--- src/rtl/bip_pkg.sv ---
// package for the boot information tag parser
// holds tag codes, walk limits, state and event enums and the control structs
// no dependencies
package bip_pkg;

   localparam int unsigned MAX_BLOCK_BYTES = 65536;
   localparam int unsigned WALK_LIMIT = (MAX_BLOCK_BYTES < 65536) ? MAX_BLOCK_BYTES : 65536;
   localparam logic [33:0] WALK_LIMIT_W = 34'(WALK_LIMIT);

   localparam int unsigned MAP_ENTRY_STRIDE = 24;
   localparam int unsigned DIV_STEPS = 32;
   localparam int unsigned DIV_CNT_W = $clog2(DIV_STEPS);

   localparam logic [31:0] TAG_END = 32'd0;
   localparam logic [31:0] TAG_CMDLINE = 32'd1;
   localparam logic [31:0] TAG_LOADER = 32'd2;
   localparam logic [31:0] TAG_MMAP = 32'd6;
   localparam logic [31:0] TAG_ELF = 32'd9;
   localparam logic [31:0] MMAP_AVAILABLE = 32'd1;

   localparam logic [31:0] MIN_TAG_BYTES = 32'd8;
   localparam logic [31:0] MIN_MMAP_BYTES = 32'd16;
   localparam logic [16:0] HDR_BYTES = 17'd8;
   localparam logic [16:0] SIZE_WORD_OFS = 17'd4;
   localparam logic [16:0] BODY_WORD_OFS = 17'd8;
   localparam logic [15:0] STRING_OFS = 16'd8;
   localparam logic [15:0] ELF_ARRAY_OFS = 16'd20;
   localparam logic [15:0] MMAP_ENTRY_OFS = 16'd16;
   localparam logic [16:0] ENTRY_TYPE_OFS = 17'd16;
   localparam logic [17:0] ENTRY_TYPE_END = 18'd20;

   typedef enum logic [2:0] {
      KIND_OTHER  = 3'd0,
      KIND_CMD    = 3'd1,
      KIND_LOADER = 3'd2,
      KIND_MAP    = 3'd3,
      KIND_ELF    = 3'd4
   } kind_type;

   typedef enum logic [1:0] {
      STS_OK       = 2'd0,
      STS_BAD_SIZE = 2'd1,
      STS_BAD_MAP  = 2'd2,
      STS_OVERRUN  = 2'd3
   } status_type;

   typedef enum logic [2:0] {
      EV_NONE     = 3'd0,
      EV_END      = 3'd1,
      EV_BAD_SIZE = 3'd2,
      EV_BAD_MAP  = 3'd3,
      EV_OVERRUN  = 3'd4,
      EV_DIVIDE   = 3'd5
   } evt_type;

   typedef enum logic [1:0] {
      ST_IDLE   = 2'd0,
      ST_WALK   = 2'd1,
      ST_DIVIDE = 2'd2,
      ST_FINISH = 2'd3
   } state_type;

   typedef struct packed {
      logic       restart;
      logic       step;
      logic       div_run;
      logic       div_finish;
      logic       emit;
      status_type code;
   } cmd_type;

   typedef struct packed {
      evt_type evt;
      logic    div_last;
      logic    div_overrun;
      logic    out_full;
   } sts_type;

   typedef struct packed {
      logic [15:0] cmdline_offset;
      logic [15:0] loader_name_offset;
      logic [15:0] memmap_offset;
      logic [15:0] memmap_count;
      logic [15:0] elf_offset;
      logic [31:0] elf_count;
      logic [1:0]  status;
   } rsp_type;

endpackage

--- src/rtl/bip_req_if.sv ---
// word channel into the boot information tag parser
// valid/ready handshake with the block word and the first-word flag
interface bip_req_if;
   logic        valid;
   logic        ready;
   logic [31:0] word;
   logic        first;

   modport source (output valid, output word, output first, input ready);
   modport sink (input valid, input word, input first, output ready);
endinterface

--- src/rtl/bip_rsp_if.sv ---
// summary channel out of the boot information tag parser
// valid/ready handshake with the offsets, counts and status of one walk
interface bip_rsp_if;
   logic        valid;
   logic        ready;
   logic [15:0] cmdline_offset;
   logic [15:0] loader_name_offset;
   logic [15:0] memmap_offset;
   logic [15:0] memmap_count;
   logic [15:0] elf_offset;
   logic [31:0] elf_count;
   logic [1:0]  status;

   modport source (output valid, output cmdline_offset, output loader_name_offset,
                   output memmap_offset, output memmap_count, output elf_offset,
                   output elf_count, output status, input ready);
   modport sink (input valid, input cmdline_offset, input loader_name_offset,
                 input memmap_offset, input memmap_count, input elf_offset,
                 input elf_count, input status, output ready);
endinterface

--- src/rtl/bip_datapath.sv ---
// datapath of the tag parser: position tracking, tag fields, entry divider,
// and the two-entry summary buffer; uses bip_pkg
module bip_datapath import bip_pkg::*; (
   input  logic        clock,
   input  logic        reset,
   input  cmd_type     cmd,
   output sts_type     sts,
   input  logic [31:0] req_word,
   input  logic        rsp_ready,
   output logic        rsp_valid,
   output rsp_type     rsp_data
);

   logic [16:0]          byte_pos_ff, byte_pos_in;
   logic [16:0]          next_tag_pos_ff, next_tag_pos_in;
   logic [15:0]          tag_start_ff, tag_start_in;
   kind_type             tag_kind_ff, tag_kind_in;
   logic [31:0]          divisor_ff, divisor_in;
   logic [31:0]          left_ff, left_in;
   logic                 searching_ff, searching_in;
   logic [63:0]          work_ff, work_in;
   logic [DIV_CNT_W-1:0] div_cnt_ff, div_cnt_in;
   logic [15:0]          cmd_off_ff, cmd_off_in;
   logic [15:0]          ldr_off_ff, ldr_off_in;
   logic [15:0]          map_off_ff, map_off_in;
   logic [15:0]          elf_off_ff, elf_off_in;
   logic [31:0]          elf_count_ff, elf_count_in;

   logic    slot0_v_ff, slot0_v_in, slot1_v_ff, slot1_v_in;
   rsp_type slot0_ff, slot0_in, slot1_ff, slot1_in;
   rsp_type summary;
   logic    pop;

   logic        p_ge8, at_hdr, at_size, at_body, at_entry;
   logic [32:0] padded;
   logic [33:0] nt;
   logic        size_overrun;
   logic [16:0] next_off;
   logic        entry_overrun;
   logic [31:0] left_dec;
   logic [32:0] trial;
   logic [15:0] first_entry;
   logic        quot_nonzero;

   // word classification
   always_comb begin
      p_ge8 = |byte_pos_ff[16:3];
      at_hdr = byte_pos_ff == next_tag_pos_ff;
      at_size = byte_pos_ff == ({1'b0, tag_start_ff} + SIZE_WORD_OFS);
      at_body = byte_pos_ff == ({1'b0, tag_start_ff} + BODY_WORD_OFS);
      at_entry = (tag_kind_ff == KIND_MAP) && searching_ff &&
                 (byte_pos_ff == ({1'b0, map_off_ff} + ENTRY_TYPE_OFS));
      padded = ({1'b0, req_word} + 33'd7) & ~33'd7;
      nt = {1'b0, padded} + {18'd0, tag_start_ff};
      size_overrun = (nt + 34'(HDR_BYTES)) > WALK_LIMIT_W;
      next_off = {1'b0, map_off_ff} + 17'(MAP_ENTRY_STRIDE);
      entry_overrun = next_off[16] ||
                      (({1'b0, next_off} + ENTRY_TYPE_END) > {1'b0, next_tag_pos_ff});
      left_dec = left_ff - 32'd1;
      first_entry = tag_start_ff + MMAP_ENTRY_OFS;
      quot_nonzero = |work_ff[31:0];

      sts.evt = EV_NONE;
      if (p_ge8) begin
         if (at_hdr) begin
            if (req_word == TAG_END) begin
               sts.evt = EV_END;
            end
         end else if (at_size) begin
            if (req_word < MIN_TAG_BYTES) begin
               sts.evt = EV_BAD_SIZE;
            end else if (tag_kind_ff == KIND_MAP && req_word < MIN_MMAP_BYTES) begin
               sts.evt = EV_BAD_MAP;
            end else if (size_overrun) begin
               sts.evt = EV_OVERRUN;
            end
         end else if (at_body) begin
            if (tag_kind_ff == KIND_MAP) begin
               sts.evt = (req_word == 32'd0) ? EV_BAD_MAP : EV_DIVIDE;
            end
         end else if (at_entry) begin
            if (req_word != MMAP_AVAILABLE && left_dec != 32'd0 && entry_overrun) begin
               sts.evt = EV_OVERRUN;
            end
         end
      end
      sts.div_last = div_cnt_ff == DIV_CNT_W'(DIV_STEPS - 1);
      sts.div_overrun = quot_nonzero &&
                        (({2'b0, first_entry} + ENTRY_TYPE_END) > {1'b0, next_tag_pos_ff});
      sts.out_full = slot1_v_ff;
   end

   // restoring divide step, one quotient bit per cycle
   assign trial = {work_ff[63:32], work_ff[31]} - {1'b0, divisor_ff};

   always_comb begin
      byte_pos_in = byte_pos_ff;
      next_tag_pos_in = next_tag_pos_ff;
      tag_start_in = tag_start_ff;
      tag_kind_in = tag_kind_ff;
      divisor_in = divisor_ff;
      left_in = left_ff;
      searching_in = searching_ff;
      work_in = work_ff;
      div_cnt_in = div_cnt_ff;
      cmd_off_in = cmd_off_ff;
      ldr_off_in = ldr_off_ff;
      map_off_in = map_off_ff;
      elf_off_in = elf_off_ff;
      elf_count_in = elf_count_ff;

      if (cmd.restart) begin
         byte_pos_in = SIZE_WORD_OFS;
         next_tag_pos_in = HDR_BYTES;
         tag_start_in = '0;
         tag_kind_in = KIND_OTHER;
         left_in = '0;
         searching_in = 1'b0;
         work_in = '0;
         cmd_off_in = '0;
         ldr_off_in = '0;
         map_off_in = '0;
         elf_off_in = '0;
         elf_count_in = '0;
      end else if (cmd.step) begin
         byte_pos_in = byte_pos_ff + SIZE_WORD_OFS;
         if (p_ge8) begin
            if (at_hdr) begin
               tag_start_in = byte_pos_ff[15:0];
               searching_in = 1'b0;
               case (req_word)
                  TAG_END: begin
                  end
                  TAG_CMDLINE: begin
                     tag_kind_in = KIND_CMD;
                     cmd_off_in = byte_pos_ff[15:0] + STRING_OFS;
                  end
                  TAG_LOADER: begin
                     tag_kind_in = KIND_LOADER;
                     ldr_off_in = byte_pos_ff[15:0] + STRING_OFS;
                  end
                  TAG_MMAP: begin
                     tag_kind_in = KIND_MAP;
                     map_off_in = '0;
                     left_in = '0;
                  end
                  TAG_ELF: begin
                     tag_kind_in = KIND_ELF;
                     elf_off_in = byte_pos_ff[15:0] + ELF_ARRAY_OFS;
                     elf_count_in = '0;
                  end
                  default: begin
                     tag_kind_in = KIND_OTHER;
                  end
               endcase
            end else if (at_size) begin
               if (sts.evt == EV_NONE) begin
                  next_tag_pos_in = nt[16:0];
                  if (tag_kind_ff == KIND_MAP) begin
                     work_in = {32'd0, req_word - MIN_MMAP_BYTES};
                  end
               end
            end else if (at_body) begin
               if (tag_kind_ff == KIND_ELF) begin
                  elf_count_in = req_word;
               end else if (sts.evt == EV_DIVIDE) begin
                  divisor_in = req_word;
                  div_cnt_in = '0;
               end
            end else if (at_entry) begin
               if (req_word == MMAP_AVAILABLE) begin
                  searching_in = 1'b0;
               end else begin
                  left_in = left_dec;
                  if (left_dec == 32'd0) begin
                     map_off_in = '0;
                     searching_in = 1'b0;
                  end else begin
                     map_off_in = next_off[15:0];
                  end
               end
            end
         end
      end else if (cmd.div_run) begin
         div_cnt_in = div_cnt_ff + DIV_CNT_W'(1);
         if (!trial[32]) begin
            work_in = {trial[31:0], work_ff[30:0], 1'b1};
         end else begin
            work_in = {work_ff[62:31], work_ff[30:0], 1'b0};
         end
      end else if (cmd.div_finish) begin
         left_in = work_ff[31:0];
         if (quot_nonzero) begin
            map_off_in = first_entry;
            searching_in = 1'b1;
         end
      end
      if (cmd.emit) begin
         searching_in = 1'b0;
      end
   end

   // summary taken from the updated fields
   always_comb begin
      summary.cmdline_offset = cmd_off_in;
      summary.loader_name_offset = ldr_off_in;
      summary.memmap_offset = map_off_in;
      summary.memmap_count = (|left_in[31:16]) ? 16'hFFFF : left_in[15:0];
      summary.elf_offset = elf_off_in;
      summary.elf_count = elf_count_in;
      summary.status = cmd.code;
   end

   // two-entry output buffer
   assign pop = slot0_v_ff && rsp_ready;

   always_comb begin
      slot0_v_in = slot0_v_ff;
      slot1_v_in = slot1_v_ff;
      slot0_in = slot0_ff;
      slot1_in = slot1_ff;
      if (slot1_v_ff) begin
         if (pop) begin
            slot0_in = slot1_ff;
            slot1_v_in = 1'b0;
         end
      end else if (cmd.emit) begin
         if (!slot0_v_ff || pop) begin
            slot0_in = summary;
            slot0_v_in = 1'b1;
         end else begin
            slot1_in = summary;
            slot1_v_in = 1'b1;
         end
      end else if (pop) begin
         slot0_v_in = 1'b0;
      end
   end

   always_ff @(posedge clock) begin
      if (reset) begin
         slot0_v_ff <= 1'b0;
         slot1_v_ff <= 1'b0;
      end else begin
         slot0_v_ff <= slot0_v_in;
         slot1_v_ff <= slot1_v_in;
      end
      slot0_ff <= slot0_in;
      slot1_ff <= slot1_in;
      byte_pos_ff <= byte_pos_in;
      next_tag_pos_ff <= next_tag_pos_in;
      tag_start_ff <= tag_start_in;
      tag_kind_ff <= tag_kind_in;
      divisor_ff <= divisor_in;
      left_ff <= left_in;
      searching_ff <= searching_in;
      work_ff <= work_in;
      div_cnt_ff <= div_cnt_in;
      cmd_off_ff <= cmd_off_in;
      ldr_off_ff <= ldr_off_in;
      map_off_ff <= map_off_in;
      elf_off_ff <= elf_off_in;
      elf_count_ff <= elf_count_in;
   end

   assign rsp_valid = slot0_v_ff;
   assign rsp_data = slot0_ff;

endmodule

--- src/rtl/bip_ctrl.sv ---
// controller of the tag parser: walk state, word acceptance, divide sequencing
// and summary emission; uses bip_pkg
module bip_ctrl import bip_pkg::*; (
   input  logic    clock,
   input  logic    reset,
   input  logic    req_valid,
   input  logic    req_first,
   output logic    req_ready,
   input  sts_type sts,
   output cmd_type cmd
);

   state_type state_ff, state_in;
   logic      accept;

   always_ff @(posedge clock) begin
      if (reset) begin
         state_ff <= ST_IDLE;
      end else begin
         state_ff <= state_in;
      end
   end

   always_comb begin
      state_in = state_ff;
      cmd = '0;
      cmd.code = STS_OK;
      req_ready = 1'b0;
      accept = 1'b0;
      case (state_ff)
         ST_IDLE: begin
            req_ready = !sts.out_full;
            accept = req_valid && !sts.out_full;
            if (accept && req_first) begin
               cmd.restart = 1'b1;
               state_in = ST_WALK;
            end
         end
         ST_WALK: begin
            req_ready = !sts.out_full;
            accept = req_valid && !sts.out_full;
            if (accept) begin
               if (req_first) begin
                  cmd.restart = 1'b1;
               end else begin
                  cmd.step = 1'b1;
                  case (sts.evt)
                     EV_END: begin
                        cmd.emit = 1'b1;
                        cmd.code = STS_OK;
                        state_in = ST_IDLE;
                     end
                     EV_BAD_SIZE: begin
                        cmd.emit = 1'b1;
                        cmd.code = STS_BAD_SIZE;
                        state_in = ST_IDLE;
                     end
                     EV_BAD_MAP: begin
                        cmd.emit = 1'b1;
                        cmd.code = STS_BAD_MAP;
                        state_in = ST_IDLE;
                     end
                     EV_OVERRUN: begin
                        cmd.emit = 1'b1;
                        cmd.code = STS_OVERRUN;
                        state_in = ST_IDLE;
                     end
                     EV_DIVIDE: begin
                        state_in = ST_DIVIDE;
                     end
                     default: begin
                     end
                  endcase
               end
            end
         end
         ST_DIVIDE: begin
            cmd.div_run = 1'b1;
            if (sts.div_last) begin
               state_in = ST_FINISH;
            end
         end
         ST_FINISH: begin
            cmd.div_finish = 1'b1;
            if (sts.div_overrun) begin
               cmd.emit = 1'b1;
               cmd.code = STS_OVERRUN;
               state_in = ST_IDLE;
            end else begin
               state_in = ST_WALK;
            end
         end
         default: begin
            state_in = ST_IDLE;
         end
      endcase
   end

endmodule

--- src/rtl/boot_info_tag_parser.sv ---
// boot information tag parser, top level
// joins bip_ctrl and bip_datapath; uses bip_pkg, bip_req_if, bip_rsp_if
//
// req_bus carries the block as little-endian 32-bit words, one transaction
// per word; first marks word 0 and restarts the walk. Words with first low
// while no walk runs are taken and dropped. The two header words are skipped,
// then tags are walked until a type-0 tag or an error, which produces one
// summary transaction on rsp_bus.
// Throughput is one word per cycle. The entry-size word of a memory map tag
// with a nonzero entry size holds req_bus.ready low for the 32 steps
// of the one-bit-per-cycle restoring divider for the entry count and a
// final step that places the first entry.
// The summary is registered into the output buffer as the terminating or
// failing word is taken (at the finish step after the divide for a map overrun).
// Results go through a two-entry output buffer, so words keep flowing while
// one summary waits; with both entries held, req_bus.ready drops.
// Reset is synchronous; afterward the block waits for a first word.
module boot_info_tag_parser import bip_pkg::*; (
   input logic        clock,
   input logic        reset,
   bip_req_if.sink    req_bus,
   bip_rsp_if.source  rsp_bus
);

   cmd_type cmd;
   sts_type sts;
   rsp_type rsp_data;

   bip_ctrl u_ctrl (
      .clock     (clock),
      .reset     (reset),
      .req_valid (req_bus.valid),
      .req_first (req_bus.first),
      .req_ready (req_bus.ready),
      .sts       (sts),
      .cmd       (cmd)
   );

   bip_datapath u_datapath (
      .clock     (clock),
      .reset     (reset),
      .cmd       (cmd),
      .sts       (sts),
      .req_word  (req_bus.word),
      .rsp_ready (rsp_bus.ready),
      .rsp_valid (rsp_bus.valid),
      .rsp_data  (rsp_data)
   );

   assign rsp_bus.cmdline_offset = rsp_data.cmdline_offset;
   assign rsp_bus.loader_name_offset = rsp_data.loader_name_offset;
   assign rsp_bus.memmap_offset = rsp_data.memmap_offset;
   assign rsp_bus.memmap_count = rsp_data.memmap_count;
   assign rsp_bus.elf_offset = rsp_data.elf_offset;
   assign rsp_bus.elf_count = rsp_data.elf_count;
   assign rsp_bus.status = rsp_data.status;

   // no summary into a full buffer
   a_no_overflow: assert property (@(posedge clock) disable iff (reset)
      cmd.emit |-> !sts.out_full)
      else $error("summary emitted with output buffer full");

   // input held off while dividing
   a_stall_divide: assert property (@(posedge clock) disable iff (reset)
      (cmd.div_run || cmd.div_finish) |-> !req_bus.ready)
      else $error("word taken during entry count divide");

   // last divide step is followed by the finish cycle
   a_divide_finish: assert property (@(posedge clock) disable iff (reset)
      (cmd.div_run && sts.div_last) |=> cmd.div_finish)
      else $error("divide finish missing");

   // restart and word processing are exclusive
   a_cmd_exclusive: assert property (@(posedge clock) disable iff (reset)
      !(cmd.restart && (cmd.step || cmd.div_run || cmd.div_finish)))
      else $error("conflicting datapath commands");

endmodule
--- src/flat_wrapper.sv ---
// flat-port wrapper written by rule: the top's interface ports become plain ports
module boot_info_tag_parser_flat import bip_pkg::*;
  (clock, reset, req_bus_valid, req_bus_word, req_bus_first, req_bus_ready, rsp_bus_valid, rsp_bus_cmdline_offset, rsp_bus_loader_name_offset, rsp_bus_memmap_offset, rsp_bus_memmap_count, rsp_bus_elf_offset, rsp_bus_elf_count, rsp_bus_status, rsp_bus_ready);
  bip_req_if req_bus_i ();
  bip_rsp_if rsp_bus_i ();
  input logic clock;
  input logic reset;
  input wire logic [$bits(req_bus_i.valid)-1:0] req_bus_valid;
  input wire logic [$bits(req_bus_i.word)-1:0] req_bus_word;
  input wire logic [$bits(req_bus_i.first)-1:0] req_bus_first;
  output wire logic [$bits(req_bus_i.ready)-1:0] req_bus_ready;
  output wire logic [$bits(rsp_bus_i.valid)-1:0] rsp_bus_valid;
  output wire logic [$bits(rsp_bus_i.cmdline_offset)-1:0] rsp_bus_cmdline_offset;
  output wire logic [$bits(rsp_bus_i.loader_name_offset)-1:0] rsp_bus_loader_name_offset;
  output wire logic [$bits(rsp_bus_i.memmap_offset)-1:0] rsp_bus_memmap_offset;
  output wire logic [$bits(rsp_bus_i.memmap_count)-1:0] rsp_bus_memmap_count;
  output wire logic [$bits(rsp_bus_i.elf_offset)-1:0] rsp_bus_elf_offset;
  output wire logic [$bits(rsp_bus_i.elf_count)-1:0] rsp_bus_elf_count;
  output wire logic [$bits(rsp_bus_i.status)-1:0] rsp_bus_status;
  input wire logic [$bits(rsp_bus_i.ready)-1:0] rsp_bus_ready;
  assign req_bus_i.valid = req_bus_valid;
  assign req_bus_i.word = req_bus_word;
  assign req_bus_i.first = req_bus_first;
  assign req_bus_ready = req_bus_i.ready;
  assign rsp_bus_valid = rsp_bus_i.valid;
  assign rsp_bus_cmdline_offset = rsp_bus_i.cmdline_offset;
  assign rsp_bus_loader_name_offset = rsp_bus_i.loader_name_offset;
  assign rsp_bus_memmap_offset = rsp_bus_i.memmap_offset;
  assign rsp_bus_memmap_count = rsp_bus_i.memmap_count;
  assign rsp_bus_elf_offset = rsp_bus_i.elf_offset;
  assign rsp_bus_elf_count = rsp_bus_i.elf_count;
  assign rsp_bus_status = rsp_bus_i.status;
  assign rsp_bus_i.ready = rsp_bus_ready;
  boot_info_tag_parser u_core (.clock(clock), .reset(reset), .req_bus(req_bus_i), .rsp_bus(rsp_bus_i));
endmodule
--- config.mk ---
export PLATFORM = sky130hd
export DESIGN_NAME = boot_info_tag_parser_flat
export DESIGN_NICKNAME = d
export VERILOG_FILES = /design/src/rtl/bip_pkg.sv /design/src/rtl/bip_req_if.sv /design/src/rtl/bip_rsp_if.sv /design/src/rtl/bip_datapath.sv /design/src/rtl/bip_ctrl.sv /design/src/rtl/boot_info_tag_parser.sv /design/src/flat_wrapper.sv
export SDC_FILE = /design/constraint.sdc
export NUM_CORES = 1
export LEC_CHECK = 0
export ABC_CLOCK_PERIOD_IN_PS = 25100
export BUFFER_PORTS_ARGS = -buffer_cell sky130_fd_sc_hd__buf_2
export CAP_MARGIN = 15
export CORE_AREA = 2 2 244 246
export CTS_CLUSTER_DIAMETER = 40
export DETAILED_ROUTE_END_ITERATION = 16
export DIE_AREA = 0 0 246 248
export PLACE_DENSITY = 0.8
export SYNTH_ARGS = -nofsm -noshare
export SYNTH_HDL_FRONTEND = slang
export SYNTH_SLANG_ARGS = --single-unit
--- constraint.sdc ---
create_clock -name clock -period 25.1 [get_ports clock]
set_input_delay 0 -clock clock [delete_from_list [all_inputs] [get_ports clock]]
set_output_delay 0 -clock clock [all_outputs]
set_load 0.01 [all_outputs]
==> summary.txt <==
CTS
  – TritonCTS clock tree: yes
  – Cts bufs inserted: 77
  – CTS clk-pin slew, worst paths: 0.06 ns
  – Setup bufs post-CTS: 0
  – Max Root-Sink Buffers: 3
  – H-tree Lvls: 3
  – Worst-Skew Late Latency: 0.63 ns
  – Root Buffer: clkbuf_16
  – Sink Count: 509

Status
  – Status: completed

Global routing
  – Largest net degree at the start of global routing: 91
  – Overall routing resource usage: 0.2958
  – First-pass GRT wire length: 141.4 mm
  – Gr ovfl total: 0
  – Initial antenna violation count: 5
  – Vias in the first global route: 24983

Timing
  – Clock skew: 0.03966 ns
  – Slew margin rel.: 0.2908
  – RSZ-0062 raised after global routing: no
  – Fin Setup TNS: 0 ns
  – Tcrit/Tclk final: 0.2862
  – Final setup vio count: 0
  – Slew Viols, Final: 0
  – Fmax: 0.1392 GHz
  – Least-Margin Pin Slew: 1.061 ns
  – Final worst path period need: 7.185 ns
  – Final Hold Fails: 0

Logic synthesis
  – Yosys top cell area share: 0.2642
  – Synth Flop Type: edfxtp_1
  – Flop and latch count out of synthesis: 509
  – Syn_nets: 3478
  – Synthesized instance count: 3343
  – Yosys cell types: 102
  – Most area-hungry cell type in the Yosys netlist: edfxtp_1
  – Warnings, synthesis: 0
  – Syn_area_per_cell: 9.010 um2
  – Share of synthesized registers carrying an async set or reset: 0
  – Synth top area cells: edfxtp_1 26%, dfxtp_1 16%, nand2_1 4.6%
  – Cell Area, Synth: 30120 um2
  – EDFF count, synth: 265
  – Post-synthesis sequential area ratio: 0.4264

Job
  – Maxcap violations: 0

Die
  – Die height: 248 um
  – Die area: 61010 um2
  – Boundary pin count: 153
  – Core ar.: 58460 um2
  – Die W: 246 um
  – FP Rows: 89
  – Initial Util: 0.5152

Finish
  – Most frequent cells in the layout: 370 x nand2_1, 315 x nor2_1, 265 x edfxtp_1
  – Nets@finish: 3559
  – Most common cell after layout, fill and taps aside: nand2_1
  – Share of layout cells above drive strength 1: 0.1244
  – FILL cells: 4832
  – Non-Filler Instances: 4263
  – Area grow syn2layout: 14.43%

Critical path
  – Slowest Stage Delay on Critical Path: 0.76 ns
  – Crit-path slowest cell: buf_4
  – Element type at the critical path end: flop
  – Worst EP arrival: 7.42 ns
  – Worst endpoint required time: 25.34 ns
  – Crit Reg-Reg Startpoint: u_core.u_datapath.map_off_ff[4]
  – Buf/Inv on CP: 4
  – Crit start category: input port
  – R2R Setup Slk: 18.12 ns
  – Critical path type: input port to flop
  – CP Cell Sequence: dlygate4sd3_1 > buf_2 > or3_1 > nand2_1 > nor3_1 > nand4_1 > or2_2 > xnor2_1 > ha_1 > a21o_1 > a21o_1 > nor4b_1 > nor2_1 > or4_1 > a31oi_2 > nand3_1 > nor4_2 > mux2i_1 > and4b_1 > a21oi_1 > nor2_1 > a21oi_4 > buf_4 > buf_4
  – Worst-path fanout max: 66
  – Worst-case reg-to-reg path depth: 23
  – R2r endpoint: u_core.u_datapath.rsp_data[36]
  – Delay-heaviest family, CP: simple AND/OR/NAND/NOR gates

Detailed routing
  – Final WL: 92.51 mm
  – DRC viols: 0
  – Post-route ant nets: 0
  – DRT Pass-1 Iters: 6
  – Drt wl/cell: 21.70 um
  – Detailed-route via count: 26843
  – Number of DRC markers in iteration 0: 3365
  – Via-per-instance ratio: 6.297

Hold path
  – Min-delay src: req_bus_valid
  – Hold Crit Depth: 4
  – Hold path endpoint: u_core.u_datapath.left_ff[15]
  – Worst hold-check path type: input port to flop

Pwr
  – Maximum vdd drop: 0.05693 mV
  – Pwr Total: 2391 uW
  – PD cells: 69.39 nW/um2
  – P_leak: 0.01292 uW

Placement
  – Port bufs: 152
  – Gp weighted congestion: 0.9612
  – Placed cells: 4079
  – Dpl hpwl: 62.14 mm
-- state kept, by name, indices dropped and copies added, names as in the netlist, named ones only --
name	flops
u_core.u_datapath.rsp_data	114
u_core.u_datapath.slot1_ff	114
u_core.u_datapath.work_ff	64
u_core.u_datapath.divisor_ff	32
u_core.u_datapath.elf_count_ff	32
u_core.u_datapath.left_ff	32
u_core.u_datapath.cmd_off_ff	16
u_core.u_datapath.elf_off_ff	16
u_core.u_datapath.ldr_off_ff	16
u_core.u_datapath.map_off_ff	16
u_core.u_datapath.byte_pos_ff	15
u_core.u_datapath.next_tag_pos_ff	15
u_core.u_datapath.tag_start_ff	14
u_core.u_datapath.div_cnt_ff	5
u_core.u_datapath.tag_kind_ff	3
u_core.u_ctrl.state_ff	1
u_core.u_datapath.rsp_valid	1
u_core.u_datapath.searching_ff	1
u_core.u_datapath.slot1_v_ff	1
-- logic make-up (layout without fill, tap and decap cells) --
group | Yosys count | count (layout) | synth area share
compound gates | 747 | 747 | 0.1581
xor+xnor | 233 | 233 | 0.06821
fa+ha+maj | 98 | 98 | 0.04121
buf+inv | 330 | 475 | 0.04478
flops | 509 | 509 | 0.4264
mux | 159 | 159 | 0.05450
other cells | 0 | 2 | 0
simple gates | 1267 | 1267 | 0.2068
-- cells in the mapped netlist, types with 32 or more instances --
cell / count
nand3_1: 106
and3_1: 39
nand2_1: 371
buf_2: 32
nor4_1: 48
o31ai_1: 92
xor2_1: 91
ha_1: 96
nand4_1: 49
a21oi_1: 244
nor3_1: 104
clkbuf_1: 171
xnor2_1: 141
or3_1: 37
o21ai_0: 143
nor2_1: 316
o22ai_1: 37
dfxtp_1: 244
edfxtp_1: 265
inv_1: 102
mux2_2: 40
mux2i_1: 119
-- through the flow --
step                        util  hold WS (ns)  setup slack [ns]  area [um2]
after global placement    0.5346        0.2637             18.00       31250
final                     0.5895       0.06295             17.92       34470
after floorplan                -       0.06907             11.76       30120
after detailed placement  0.5346        0.2499             17.93       31250
after global routing      0.5895       0.09909             17.43       34460
after CTS                 0.5894       0.04394             18.04       34460
-- cell type report --
| cell class | instances | area (um2) | area share |
|---|---|---|---|
| multi-input cells | 2504 | 16010 | 0.4645 |
| diodes | 2 | 5.005 | 0.0001452 |
| clock buffers | 92 | 2141 | 0.06211 |
| repair buffers | 228 | 1429 | 0.04146 |
| flip-flops and latches | 509 | 12850 | 0.3727 |
| clock inverters | 51 | 676.9 | 0.01964 |
| inverters | 104 | 390.4 | 0.01133 |
| well taps | 773 | 967.2 | 0.02806 |
-- worst min-delay path, cell delays in order --
cell	delay (ns)
buf_2	0.12
nand2_1	0.18
nor2_4	0.15
nor2_1	0.16
-- worst max-delay path by stage --
| stage | from | endpoint | slack, ns | cells past startpoint |
|---|---|---|---|---|
| after global routing | req_bus_word[0] | u_core.u_datapath.rsp_data[39] | 17.43 | 24 |
| after floorplan | req_bus_word[1] | u_core.u_datapath.slot1_ff[0] | 11.76 | 22 |
| after global placement | req_bus_word[2] | u_core.u_datapath.rsp_data[37] | 18.00 | 23 |
| after detailed placement | req_bus_word[2] | u_core.u_datapath.rsp_data[37] | 17.93 | 23 |
| final | req_bus_word[0] | u_core.u_datapath.rsp_data[36] | 17.92 | 24 |
| after CTS | req_bus_word[0] | u_core.u_datapath.rsp_data[43] | 18.04 | 24 |
-- layer usage --
layer  share of wire  track usage
met1            0.41       0.4035
met2            0.44       0.4537
met3            0.11      0.06228
met4           0.035       0.1289
met5         0.00032            0
-- report_power, final --
group | switching (uW) | total, uW | internal, uW | leakage (uW)
sequential | 28.1 | 918 | 890 | 0.00453
clock | 429 | 1170 | 737 | 0.00138
combinational | 201 | 307 | 106 | 0.00700
-- timing repair --
action / in CTS / in global routing
setup endpoints to repair: 0 / 0
gates resized for setup: 0 / 0
hold buffers: 39 / 0
hold endpoints to repair: 74 / 0
(Power assumes the default switching activity.)
